[config.mk]
export PLATFORM = sky130hd
export DESIGN_NAME = arq_sender_window_tracker_top
export DESIGN_NICKNAME = d
export VERILOG_FILES = /design/src/rtl/core/arqswt_pkg.sv /design/src/rtl/core/arq_sender_window_tracker_top.sv
export VERILOG_INCLUDE_DIRS = /design/src /design/src/rtl/core
export SDC_FILE = /design/constraint.sdc
export NUM_CORES = 1
export LEC_CHECK = 0
export BUFFER_PORTS_ARGS = -buffer_cell sky130_fd_sc_hd__clkbuf_2
export CELL_PAD_IN_SITES_DETAIL_PLACEMENT = 1
export CELL_PAD_IN_SITES_GLOBAL_PLACEMENT = 2
export CORE_ASPECT_RATIO = 1.1
export CORE_UTILIZATION = 39
export DETAILED_ROUTE_END_ITERATION = 6
export PLACE_DENSITY_LB_ADDON = 0.05
export SLEW_MARGIN = 10
export SYNTH_ARGS = -nofsm -noshare
export SYNTH_HDL_FRONTEND = slang
export SYNTH_SLANG_ARGS = --single-unit
[constraint.sdc]
create_clock -name clk_i -period 5.12 [get_ports clk_i]
set_clock_uncertainty 0.05 [all_clocks]
set_input_delay 0.512 -clock clk_i [delete_from_list [all_inputs] [get_ports clk_i]]
set_output_delay 0.512 -clock clk_i [all_outputs]
set_load 0.01 [all_outputs]
[src/rtl/core/arq_sender_window_tracker_top_assert.svh]
// ----------------------------------------------------------------------------
// ARQ sender window tracker: assertion macros
// Shared assertion forms, clocked on clk_i and disabled while rst_ni is low.
// ----------------------------------------------------------------------------
`ifndef ARQ_SENDER_WINDOW_TRACKER_TOP_ASSERT_SVH
`define ARQ_SENDER_WINDOW_TRACKER_TOP_ASSERT_SVH

// The consequent must hold in the same cycle as the antecedent.
`define ASW_ASSERT_NOW(label, ante, cons, msg) \
  label: assert property (@(posedge clk_i) disable iff (!rst_ni) (ante) |-> (cons)) \
    else $error(msg);

// The consequent must hold in the cycle after the antecedent.
`define ASW_ASSERT_NEXT(label, ante, cons, msg) \
  label: assert property (@(posedge clk_i) disable iff (!rst_ni) (ante) |=> (cons)) \
    else $error(msg);

`endif

[src/rtl/core/arqswt_pkg.sv]
// ----------------------------------------------------------------------------
// ARQ sender window tracker: package
// Operation and result codes, configuration indexes and sequencer states.
// ----------------------------------------------------------------------------
package arqswt_pkg;

  // Operation codes carried by an input word.
  typedef enum logic [1:0] {
    OP_START   = 2'd0,
    OP_ACK     = 2'd1,
    OP_TIMEOUT = 2'd2
  } op_e;

  // Result kinds carried by an output word.
  typedef enum logic [1:0] {
    KIND_SEND = 2'd0,
    KIND_NONE = 2'd1,
    KIND_DROP = 2'd2
  } kind_e;

  // Configuration register indexes and widths.
  localparam int unsigned CfgIdxW  = 1;
  localparam int unsigned CfgDataW = 5;
  localparam logic [CfgIdxW-1:0] CFG_WINDOW_SIZE = 1'b0;
  localparam logic [CfgIdxW-1:0] CFG_ACK_MODE    = 1'b1;
  localparam logic [CfgDataW-1:0] WINDOW_SIZE_RESET = 5'd16;

  // Sequencer states.
  typedef enum logic [2:0] {
    ST_IDLE,
    ST_MARK_SEL,
    ST_MARK_CUM,
    ST_ADVANCE,
    ST_TOUT_COUNT,
    ST_TOUT_SEND,
    ST_EMIT_RUN,
    ST_EMIT_ONE
  } state_e;

endpackage

[src/rtl/core/arq_sender_window_tracker_top.sv]
// ----------------------------------------------------------------------------
// ARQ sender window tracker (go-back-n / selective repeat sender side)
// A start commits its first packets at once, then plays out one result per cycle while the output
// register is free. An ack first marks the acked slot (selective) or each acked packet in turn
// (cumulative), then frees marked slots from the base, then plays out its results.
// A timeout scans the outstanding range twice (count, then send). Throughput: one word at a time,
// set by the single slot walker. Reset at once clears all state but the output data fields.
// ----------------------------------------------------------------------------
`include "arq_sender_window_tracker_top_assert.svh"

module arq_sender_window_tracker_top #(
  parameter int unsigned WINDOW_MAX = 16,
  parameter int unsigned SEQ_BITS   = 16
) (
  input  logic                               clk_i,
  input  logic                               rst_ni,
  // Configuration write port
  input  logic                               cfg_we_i,
  input  logic [arqswt_pkg::CfgIdxW-1:0]     cfg_index_i,
  input  logic [arqswt_pkg::CfgDataW-1:0]    cfg_data_i,
  // Input channel
  input  logic                               in_valid_i,
  output logic                               in_stall_o,
  input  logic [1:0]                         operation_i,
  input  logic [SEQ_BITS-1:0]                packet_count_i,
  input  logic [SEQ_BITS-1:0]                ack_number_i,
  input  logic                               header_ok_i,
  // Output channel
  output logic                               out_valid_o,
  input  logic                               out_stall_i,
  output logic [1:0]                         kind_o,
  output logic [SEQ_BITS-1:0]                send_seq_o,
  output logic                               transfer_done_o,
  output logic                               last_o
);

  // Slot indexes address the mark bits; counters must be able to hold a
  // whole window.
  localparam int unsigned SlotW   = (WINDOW_MAX > 1) ? $clog2(WINDOW_MAX) : 1;
  localparam int unsigned CntW    = $clog2(WINDOW_MAX + 1);
  localparam int unsigned AwReset = (WINDOW_MAX < 16) ? WINDOW_MAX : 16;

  // --------------------------------------------------------------------------
  // Declarations
  // --------------------------------------------------------------------------
  arqswt_pkg::state_e state_q, state_d;

  logic [arqswt_pkg::CfgDataW-1:0] window_size_q;
  logic                            ack_mode_q;

  // Window state. The active window is latched at start.
  logic [CntW-1:0]       aw_q;
  logic [WINDOW_MAX-1:0] marks_q;
  logic [SEQ_BITS-1:0]   base_q;
  logic [SlotW-1:0]      base_slot_q;
  logic [SEQ_BITS-1:0]   nseq_q;
  logic [SEQ_BITS-1:0]   mlen_q;
  logic                  done_q;

  // Per-word working registers.
  logic [SEQ_BITS-1:0]   ackn_q;
  logic [SEQ_BITS-1:0]   walk_seq_q;
  logic [SlotW-1:0]      walk_slot_q;
  logic [SEQ_BITS-1:0]   emit_seq_q;
  logic [CntW-1:0]       cnt_q;
  arqswt_pkg::kind_e     one_kind_q;

  // Output register.
  logic                  out_valid_q;
  arqswt_pkg::kind_e     out_kind_q;
  logic [SEQ_BITS-1:0]   out_seq_q;
  logic                  out_done_q;
  logic                  out_last_q;

  logic                  in_accept;
  logic                  out_free;
  logic [CntW-1:0]       clamp_w;
  logic [CntW-1:0]       start_cnt;
  logic                  ack_drop;
  logic [SlotW-1:0]      base_slot_inc;
  logic [SlotW-1:0]      walk_slot_inc;
  logic [SEQ_BITS-1:0]   sel_off;
  logic [CntW:0]         sel_sum;
  logic [SlotW-1:0]      sel_slot;
  logic                  adv_go;
  logic                  tout_pick;

  logic                  emit;
  arqswt_pkg::kind_e     emit_kind;
  logic [SEQ_BITS-1:0]   emit_seq;
  logic                  emit_last;

  // --------------------------------------------------------------------------
  // Handshake
  // --------------------------------------------------------------------------
  // A new word is taken only when the sequencer is idle; the output register
  // lets the last result of a word wait while the next word is accepted.
  assign in_stall_o = (state_q != arqswt_pkg::ST_IDLE);
  assign in_accept  = in_valid_i && !in_stall_o;
  assign out_free   = !out_valid_q || !out_stall_i;

  // --------------------------------------------------------------------------
  // Configuration registers
  // --------------------------------------------------------------------------
  always_ff @(posedge clk_i or negedge rst_ni) begin
    if (!rst_ni) begin
      window_size_q <= arqswt_pkg::WINDOW_SIZE_RESET;
      ack_mode_q    <= 1'b0;
    end else if (cfg_we_i) begin
      case (cfg_index_i)
        arqswt_pkg::CFG_WINDOW_SIZE: window_size_q <= cfg_data_i;
        arqswt_pkg::CFG_ACK_MODE:    ack_mode_q    <= cfg_data_i[0];
        default: ;
      endcase
    end
  end

  // --------------------------------------------------------------------------
  // Shared arithmetic
  // --------------------------------------------------------------------------
  // A window size of zero behaves as one; anything above the slot count is
  // limited to the slot count.
  always_comb begin
    if (window_size_q == '0) begin
      clamp_w = CntW'(1);
    end else if ({3'b000, window_size_q} > 8'(WINDOW_MAX)) begin
      clamp_w = CntW'(WINDOW_MAX);
    end else begin
      clamp_w = CntW'(window_size_q);
    end
  end

  // A start sends the smaller of the message length and the window.
  assign start_cnt = (packet_count_i < SEQ_BITS'(clamp_w)) ? CntW'(packet_count_i) : clamp_w;

  // An ack is dropped on a bad header or when it names no outstanding packet.
  // In selective mode the next unsent number is outside the range as well.
  assign ack_drop = !header_ok_i || (ack_number_i < base_q) || (ack_number_i > nseq_q) ||
                    (ack_mode_q && (ack_number_i == nseq_q));

  // Slot pointers step modulo the active window.
  assign base_slot_inc = ((CntW'(base_slot_q) + CntW'(1)) == aw_q) ? '0
                                                                   : base_slot_q + SlotW'(1);
  assign walk_slot_inc = ((CntW'(walk_slot_q) + CntW'(1)) == aw_q) ? '0
                                                                   : walk_slot_q + SlotW'(1);

  // The acked packet lies less than one window above the base, so its slot
  // is the base slot plus the offset, folded once.
  assign sel_off = ackn_q - base_q;
  assign sel_sum = {1'b0, CntW'(base_slot_q)} + {1'b0, sel_off[CntW-1:0]};
  always_comb begin
    if (sel_sum >= {1'b0, aw_q}) begin
      sel_slot = SlotW'(sel_sum - {1'b0, aw_q});
    end else begin
      sel_slot = SlotW'(sel_sum);
    end
  end

  assign adv_go    = (base_q < nseq_q) && marks_q[base_slot_q];
  assign tout_pick = !ack_mode_q || !marks_q[walk_slot_q];

  // --------------------------------------------------------------------------
  // Sequencer: next state
  // --------------------------------------------------------------------------
  always_comb begin
    state_d = state_q;
    case (state_q)
      arqswt_pkg::ST_IDLE: begin
        if (in_accept) begin
          case (operation_i)
            arqswt_pkg::OP_START: begin
              state_d = (packet_count_i == '0) ? arqswt_pkg::ST_EMIT_ONE
                                               : arqswt_pkg::ST_EMIT_RUN;
            end
            arqswt_pkg::OP_ACK: begin
              if (ack_drop) begin
                state_d = arqswt_pkg::ST_EMIT_ONE;
              end else if (ack_mode_q) begin
                state_d = arqswt_pkg::ST_MARK_SEL;
              end else begin
                state_d = arqswt_pkg::ST_MARK_CUM;
              end
            end
            arqswt_pkg::OP_TIMEOUT: state_d = arqswt_pkg::ST_TOUT_COUNT;
            default:                state_d = arqswt_pkg::ST_EMIT_ONE;
          endcase
        end
      end
      arqswt_pkg::ST_MARK_SEL: state_d = arqswt_pkg::ST_ADVANCE;
      arqswt_pkg::ST_MARK_CUM: begin
        if (walk_seq_q == ackn_q) begin
          state_d = arqswt_pkg::ST_ADVANCE;
        end
      end
      arqswt_pkg::ST_ADVANCE: begin
        if (!adv_go) begin
          state_d = (cnt_q == '0) ? arqswt_pkg::ST_EMIT_ONE : arqswt_pkg::ST_EMIT_RUN;
        end
      end
      arqswt_pkg::ST_TOUT_COUNT: begin
        if (walk_seq_q == nseq_q) begin
          state_d = (cnt_q == '0) ? arqswt_pkg::ST_EMIT_ONE : arqswt_pkg::ST_TOUT_SEND;
        end
      end
      arqswt_pkg::ST_TOUT_SEND,
      arqswt_pkg::ST_EMIT_RUN,
      arqswt_pkg::ST_EMIT_ONE: begin
        if (emit && emit_last) begin
          state_d = arqswt_pkg::ST_IDLE;
        end
      end
      default: state_d = arqswt_pkg::ST_IDLE;
    endcase
  end

  // --------------------------------------------------------------------------
  // Sequencer: result generation
  // --------------------------------------------------------------------------
  always_comb begin
    emit      = 1'b0;
    emit_kind = arqswt_pkg::KIND_SEND;
    emit_seq  = emit_seq_q;
    emit_last = (cnt_q == CntW'(1));
    case (state_q)
      arqswt_pkg::ST_EMIT_RUN: begin
        emit = out_free;
      end
      arqswt_pkg::ST_TOUT_SEND: begin
        emit     = out_free && tout_pick;
        emit_seq = walk_seq_q;
      end
      arqswt_pkg::ST_EMIT_ONE: begin
        emit      = out_free;
        emit_kind = one_kind_q;
        emit_seq  = '0;
        emit_last = 1'b1;
      end
      default: ;
    endcase
  end

  always_ff @(posedge clk_i or negedge rst_ni) begin
    if (!rst_ni) begin
      state_q <= arqswt_pkg::ST_IDLE;
    end else begin
      state_q <= state_d;
    end
  end

  // --------------------------------------------------------------------------
  // Window state and working registers
  // --------------------------------------------------------------------------
  always_ff @(posedge clk_i or negedge rst_ni) begin
    if (!rst_ni) begin
      aw_q        <= CntW'(AwReset);
      marks_q     <= '0;
      base_q      <= '0;
      base_slot_q <= '0;
      nseq_q      <= '0;
      mlen_q      <= '0;
      done_q      <= 1'b0;
      ackn_q      <= '0;
      walk_seq_q  <= '0;
      walk_slot_q <= '0;
      emit_seq_q  <= '0;
      cnt_q       <= '0;
      one_kind_q  <= arqswt_pkg::KIND_NONE;
    end else begin
      case (state_q)
        arqswt_pkg::ST_IDLE: begin
          if (in_accept) begin
            one_kind_q <= arqswt_pkg::KIND_NONE;
            case (operation_i)
              arqswt_pkg::OP_START: begin
                // The first packets of the message are committed at once;
                // their results are then played out one per cycle while the output register is free.
                aw_q        <= clamp_w;
                marks_q     <= '0;
                base_q      <= '0;
                base_slot_q <= '0;
                nseq_q      <= SEQ_BITS'(start_cnt);
                mlen_q      <= packet_count_i;
                done_q      <= (packet_count_i == '0);
                emit_seq_q  <= '0;
                cnt_q       <= start_cnt;
              end
              arqswt_pkg::OP_ACK: begin
                ackn_q      <= ack_number_i;
                walk_seq_q  <= base_q;
                walk_slot_q <= base_slot_q;
                emit_seq_q  <= nseq_q;
                cnt_q       <= '0;
                if (ack_drop) begin
                  one_kind_q <= arqswt_pkg::KIND_DROP;
                end
              end
              arqswt_pkg::OP_TIMEOUT: begin
                walk_seq_q  <= base_q;
                walk_slot_q <= base_slot_q;
                cnt_q       <= '0;
              end
              default: ;
            endcase
          end
        end
        arqswt_pkg::ST_MARK_SEL: begin
          marks_q[sel_slot] <= 1'b1;
        end
        arqswt_pkg::ST_MARK_CUM: begin
          if (walk_seq_q != ackn_q) begin
            marks_q[walk_slot_q] <= 1'b1;
            walk_seq_q           <= walk_seq_q + SEQ_BITS'(1);
            walk_slot_q          <= walk_slot_inc;
          end
        end
        arqswt_pkg::ST_ADVANCE: begin
          if (adv_go) begin
            // Free the base slot; each freed slot sends the next unsent
            // packet while the message has any left.
            marks_q[base_slot_q] <= 1'b0;
            base_q               <= base_q + SEQ_BITS'(1);
            base_slot_q          <= base_slot_inc;
            if (nseq_q < mlen_q) begin
              nseq_q <= nseq_q + SEQ_BITS'(1);
              cnt_q  <= cnt_q + CntW'(1);
            end
          end else begin
            done_q <= (nseq_q >= mlen_q) && (base_q == nseq_q);
          end
        end
        arqswt_pkg::ST_TOUT_COUNT: begin
          // First pass counts the packets to resend so that the final one
          // can be flagged as it goes out.
          if (walk_seq_q != nseq_q) begin
            if (tout_pick) begin
              cnt_q <= cnt_q + CntW'(1);
            end
            walk_seq_q  <= walk_seq_q + SEQ_BITS'(1);
            walk_slot_q <= walk_slot_inc;
          end else begin
            walk_seq_q  <= base_q;
            walk_slot_q <= base_slot_q;
          end
        end
        arqswt_pkg::ST_TOUT_SEND: begin
          if (!tout_pick || emit) begin
            walk_seq_q  <= walk_seq_q + SEQ_BITS'(1);
            walk_slot_q <= walk_slot_inc;
          end
          if (emit) begin
            cnt_q <= cnt_q - CntW'(1);
          end
        end
        arqswt_pkg::ST_EMIT_RUN: begin
          if (emit) begin
            emit_seq_q <= emit_seq_q + SEQ_BITS'(1);
            cnt_q      <= cnt_q - CntW'(1);
          end
        end
        default: ;
      endcase
    end
  end

  // --------------------------------------------------------------------------
  // Output register
  // --------------------------------------------------------------------------
  // The done flag is final by the time any result of a word is produced, so
  // every result of the word carries the same value.
  always_ff @(posedge clk_i or negedge rst_ni) begin
    if (!rst_ni) begin
      out_valid_q <= 1'b0;
    end else if (emit) begin
      out_valid_q <= 1'b1;
    end else if (!out_stall_i) begin
      out_valid_q <= 1'b0;
    end
  end

  always_ff @(posedge clk_i) begin
    if (emit) begin
      out_kind_q <= emit_kind;
      out_seq_q  <= emit_seq;
      out_done_q <= done_q;
      out_last_q <= emit_last;
    end
  end

  assign out_valid_o     = out_valid_q;
  assign kind_o          = out_kind_q;
  assign send_seq_o      = out_seq_q;
  assign transfer_done_o = out_done_q;
  assign last_o          = out_last_q;

  // --------------------------------------------------------------------------
  // Assertions
  // --------------------------------------------------------------------------
  `ASW_ASSERT_NOW(a_base_not_past_next, 1'b1, base_q <= nseq_q,
                  "window base is beyond the next sequence number")
  `ASW_ASSERT_NOW(a_gap_within_window, 1'b1, (nseq_q - base_q) <= SEQ_BITS'(aw_q),
                  "more packets outstanding than the active window")
  `ASW_ASSERT_NOW(a_slot_in_window, 1'b1, CntW'(base_slot_q) < aw_q,
                  "base slot lies outside the active window")
  `ASW_ASSERT_NOW(a_done_settled, done_q, base_q == nseq_q,
                  "done flag set with packets still outstanding")
  `ASW_ASSERT_NOW(a_run_count, (state_q == arqswt_pkg::ST_EMIT_RUN) ||
                  (state_q == arqswt_pkg::ST_TOUT_SEND), cnt_q != '0,
                  "result run entered with no results left")
  `ASW_ASSERT_NEXT(a_word_busy, in_valid_i && !in_stall_o, in_stall_o,
                   "an accepted word did not occupy the sequencer")

endmodule

; Word-level counts from Yosys, hierarchy flattened
; Index checks and enable logic that the tools add are counted.
[classes]
eq_ne = 36
magnitude_cmp = 14
bitwise = 5
muxes = 79
multipliers = 0
n_shift = 0
div_mod_pow = 0
reduce_logical = 50
add_sub_neg = 13
[op_table]
columns = op, count
row1 = 2-to-1 mux 16 bit, 16
row2 = case mux 16 bit (2 select lines), 5
row3 = case mux 16 bit (4 select lines), 2
row4 = adder 16 x 1 -> 16 bit (second input constant), 4
row5 = == test 16 bit, 4
row6 = less-than comparator 16 bit, 3
row7 = 2-to-1 mux 5 bit, 9
row8 = 2-to-1 mux 4 bit, 11
row9 = != test 16 bit, 2
row10 = bitwise OR 16 bit, 2
row11 = != test 2 bit (second input constant), 13
row12 = case mux 5 bit (4 select lines), 1
row13 = AND reduction 5 bit, 4
row14 = 2-to-1 mux 3 bit, 6
row15 = case mux 3 bit (6 select lines), 1
row16 = bitwise AND 16 bit, 1
row17 = >= comparator 16 bit, 1
row18 = greater-than comparator 16 bit, 1
row19 = logical NOT 16 bit, 1
row20 = less-than comparator 16 x 5 -> 1 bit, 1
row21 = inverter 16 bit, 1
row22 = case mux 4 bit (4 select lines), 1
row23 = less-than comparator 4 x 5 -> 1 bit (second input constant), 3
row24 = 2-to-1 mux 1 bit, 13
row25 = 42 further kinds, 91
[totals]
romBits = 0
latchBits = 0
mem_bits_rw = 0
n_memories = 0
register_bits = 163
wordCells = 218

; Longest topological paths before layout
[depth]
word_depth = 10
depth_mapped = 19

; Worst setup path after synthesis
; Ideal clock, no wire load.
[synth_path]
path_kind = register to register
from = register base_q[0]
to = register marks_q[4]
n_path_buf = 1
required_time_ps = 4990
path_slack_ps = 1005
t_arrival_ps = 3985
stages_incl_launch_ff = 18
cell_sequence = dfrtp_1 -> ha_1 -> inv_1 -> fa_1 -> ha_1 -> a21o_1 -> a21oi_1 -> xnor2_1 -> inv_1 -> ha_1 -> nand2_1 -> o21ai_0 -> a21o_1 -> a21o_1 -> clkbuf_1 -> mux2_2 -> or4_1 -> a2bb2oi_1
[synth_via]
elab_chain_len = 10
word_cells_on_any_way = 16
cone_classes = add/sub: 3 / order compare: 4 / eq/ne: 1 / mux: 4 / bitwise: 1 / reduce/logical: 3
[synth_rtl]
columns = item, line
row1 = "start, declared", arq_sender_window_tracker_top.sv:54  ; logic [SEQ_BITS-1:0] base_q;
row2 = "start signal, assigned", arq_sender_window_tracker_top.sv:321  ; base_q <= base_q + SEQ_BITS'(1);
row3 = subtractor 5 bit, arq_sender_window_tracker_top.sv:149  ; assign sel_off = ackn_q - base_q;
row4 = adder 4 x 5 -> 6 bit, arq_sender_window_tracker_top.sv:150  ; assign sel_sum = {1'b0, CntW'(base_slot_q)} + {1'b0, sel_off[CntW-1:0]};
row5 = >= comparator 6 x 5 -> 1 bit or subtractor 4 bit (tied branches), "arq_sender_window_tracker_top.sv:152, arq_sender_window_tracker_top.sv:153"
row6 = 2-to-1 mux 4 bit, arq_sender_window_tracker_top.sv:152  ; if (sel_sum >= {1'b0, aw_q}) begin
row7 = less-than comparator 4 x 5 -> 1 bit (implied by the code) or >= comparator 4 x 1 -> 1 bit (tied branches), arq_sender_window_tracker_top.sv:307  ; marks_q[sel_slot] <= 1'b1;
row8 = logical AND 1 bit (implied by the code), arq_sender_window_tracker_top.sv:307
row9 = 2-to-1 mux 1 bit (implied by the code), arq_sender_window_tracker_top.sv:307
row10 = demux 1 bit (select 4 bit), arq_sender_window_tracker_top.sv:307
row11 = bitwise OR 16 bit (no source line), n/a
row12 = case mux 16 bit (4 select lines), arq_sender_window_tracker_top.sv:269  ; case (state_q)
row13 = "end signal, assigned", arq_sender_window_tracker_top.sv:278  ; marks_q <= '0;
row14 = "end signal, assigned by index", arq_sender_window_tracker_top.sv:307
row15 = "end signal, assigned by index", arq_sender_window_tracker_top.sv:311  ; marks_q[walk_slot_q] <= 1'b1;
row16 = "end, declared", arq_sender_window_tracker_top.sv:53  ; logic [WINDOW_MAX-1:0] marks_q;
; Parallel ways exist; a longest one is shown, timed or not.
; A chain may end at the register's enable or synchronous reset.

; Worst setup path after layout
[layout_path]
from = register base_q[0]
to = register marks_q[7]
; Same word-level chain as after synthesis.

==> results.sh <==
export IMPL_setup_viol=0
export IMPL_grtUsageTotal=0.281
export IMPL_dp_cells=1818
export IMPL_cpPeakStageDelay_ns=0.53
export IMPL_die_w_um=171
export IMPL_core_area_mm2=0.0307
export IMPL_area_growth_pct=10.7
export IMPL_synthTopCellsByArea="dfrtp_1, ha_1, edfxtp_1"
export IMPL_synthCells=1396
export IMPL_setup_slack_ns=0.573
export IMPL_cts_buffers=17
export IMPL_grt_max_degree=86
export IMPL_antenna_found_initial=0
export IMPL_yosysSeqAreaShare=0.342
export IMPL_die_area_mm2=0.0321
export IMPL_cp_end_kind="flop"
export IMPL_slew_headroom=0.225
export IMPL_leakage_nw=5.96
export IMPL_criticalPathCategory="reg2reg"
export IMPL_cts_max_level=4
export IMPL_path_cells="ha_1 -> inv_1 -> fa_1 -> ha_1 -> a21o_1 -> a21oi_1 -> xnor2_1 -> inv_1 -> ha_1 -> a21oi_1 -> o21ai_0 -> a21o_1 -> a21oi_1 -> mux2i_1 -> nor3_1 -> o32a_1"
export IMPL_fin_crit_ns=4.55
export IMPL_tns_ns=0
export IMPL_max_cap_violations=0
export IMPL_vias_per_cell=6.03
export IMPL_drc_errors=0
export IMPL_diodes=0
export IMPL_wl_um=43600
export IMPL_async_flop_share=0.877
export IMPL_drive_gt1_frac=0.122
export IMPL_cp_start_kind="flop"
export IMPL_synth_seq_cells=163
export IMPL_initial_core_util=0.399
export IMPL_fin_util=0.442
export IMPL_synth_area_per_cell_um2=8.77
export IMPL_cp_arrival_ns=4.84
export IMPL_clkTransAtPathRegs_ns=0.08
export IMPL_finalCritPeriodShare=0.888
export IMPL_design_area_mm2=0.0136
export IMPL_final_common_cell="nand2_1"
export IMPL_port_buffers=67
export IMPL_cts_root_buffer="clkbuf_16"
export IMPL_num_rows=67
export IMPL_critical_path_slowest_cell="mux2i_1"
export IMPL_dr_pass1_iters=4
export IMPL_grt_pass1_vias=11497
export IMPL_hp_class="in2reg"
export IMPL_vias=11167
export IMPL_clk_latency_ns=0.45
export IMPL_status="finished, final reports clean"
export IMPL_layout_nets=1573
export IMPL_place_ws_ns=0.643
export IMPL_io_pins=68
export IMPL_gr_total_overflow=0
export IMPL_synth_area_leader_cell="dfrtp_1"
export IMPL_crit_required_ns=5.41
export IMPL_cts_tree="yes"
export IMPL_powerDensity_mw_per_mm2=624
export IMPL_critical_path_max_fanout=6
export IMPL_peakVddDrop_mv=0.474
export IMPL_die_h_um=188
export IMPL_syn_area_mm2=0.0122
export IMPL_r2r_setup_slack_ns=0.57
export IMPL_worst_slew_pin_slew_ns=1.16
export IMPL_dp_hpwl_um=32800
export IMPL_critPathBufInv=2
export IMPL_ys_flop_type="dfrtp_1"
export IMPL_drtIter0Drc=703
export IMPL_grt_pass1_wl_um=68400
export IMPL_ys_types=87
export IMPL_place_area_mm2=0.0129
export IMPL_critPathTopFamily="compound AO/OA/AOI/OAI gates"
export IMPL_layout_common_cells="nand2_1, dfrtp_1, ha_1"
export IMPL_syn_nets=1545
export IMPL_yosysWarnings=0
export IMPL_cts_buffer_depth=2
export IMPL_clock_sinks=163
export IMPL_finalNonFillerCells=1851
export IMPL_synth_top_area_frac=0.286
export IMPL_globalplace_congestion=0.864
export IMPL_rsz0062_at_grt="false"
export IMPL_hold_viol_final=0
export IMPL_synth_enable_flop_cells=20
export IMPL_max_freq_mhz=220
export IMPL_cts_resized_gates=0
export IMPL_routedWlPerCell_um=23.5
export IMPL_slew_viol_final=0
export IMPL_ant_nets=0
## worst min-delay path, cell delays in order
cell and delay [ns]:
clkbuf_2 0.08, nand2_1 0.05, o21ai_0 0.07
## logic make-up (layout without fill, tap and decap cells)
group | Yosys count | in the layout | share of synthesized area
mux | 61 | 61 | 0.0593
fa+ha+maj | 103 | 103 | 0.107
compound gates | 393 | 393 | 0.213
buf+inv | 167 | 208 | 0.0543
simple gates | 459 | 459 | 0.188
flops | 163 | 163 | 0.342
xor+xnor | 50 | 50 | 0.0358
## per-layer routing
metal,share of wire,GRT usage
met1,0.45,0.375
met2,0.48,0.464
met3,0.031,0.0300
met4,0.035,0.110
met5,0,0
## area by class of cell
type | count | area [um^2]
sequential | 163 | 4180
clock buffer | 17 | 425
multi-input combinational | 1066 | 7410
inverter | 89 | 334
fill | 3637 | 17100
tap | 414 | 518
clock inverter | 15 | 176
timing repair buffer | 87 | 507
## worst paths after layout
kind,endpoint,start,cells past startpoint
worst max-delay path,marks_q[7],base_q[0],16
worst min-delay path,window_size_q[4],cfg_data_i[4],3
worst max register to register,marks_q[7],base_q[0],16
worst min register to register,transfer_done_o,done_q,0
max in group asynchronous,mlen_q[7],rst_ni,3
min in group asynchronous,base_q[11],rst_ni,2
## registers in the layout, summed over array words and instances (netlist names)
signal	count
one_kind_q	2
transfer_done_o	1
send_seq_o	16
done_q	1
kind_o	2
walk_seq_q	16
emit_seq_q	16
walk_slot_q	4
base_q	16
out_valid_o	1
mlen_q	16
base_slot_q	4
nseq_q	16
marks_q	16
aw_q	5
last_o	1
state_q	3
ack_mode_q	1
ackn_q	16
cnt_q	5
window_size_q	5
## cell usage after synthesis, drive strengths merged (6+ instances only)
library cell	number
nand2b	12
inv	88
or4	15
o21ai	112
a211oi	11
xor2	38
nor3b	8
nor4	25
mux2	32
o22ai	8
a21o	17
edfxtp	20
o31ai	15
mux2i	23
nor2b	11
xnor2	12
a31oi	19
nand4	27
o311ai	8
clkbuf	59
and3	24
a22oi	10
o21a	8
a22o	10
a221oi	7
mux4	6
a221o	7
nor2	66
nand2	153
a21oi	93
buf	19
and2	10
nand3	44
a2bb2oi	9
or3	6
nor3	42
dfrtp	140
ha	100
## per-stage QoR
step	power (mW)	hold WS, ns
detailed placement	7.08	0.397
finish	8.46	0.215
floorplan	5.62	0.166
global placement	6.98	0.390
CTS	8.48	0.196
global route	9.08	0.235
## power by group
| group | switching, mW | leakage, nW | total, mW | internal, mW |
|---|---|---|---|---|
| logic | 2.91 | 3.62 | 4.72 | 1.82 |
| registers | 0.625 | 2.04 | 2.37 | 1.74 |
| clock network | 0.662 | 0.293 | 1.36 | 0.702 |
## timing repair
action | 4_1_cts | 5_1_grt
hold buffers | 1 | 0
hold endpoints to repair | 1 | 0
setup buffers | 0 | 0
(Power assumes the default switching activity.)
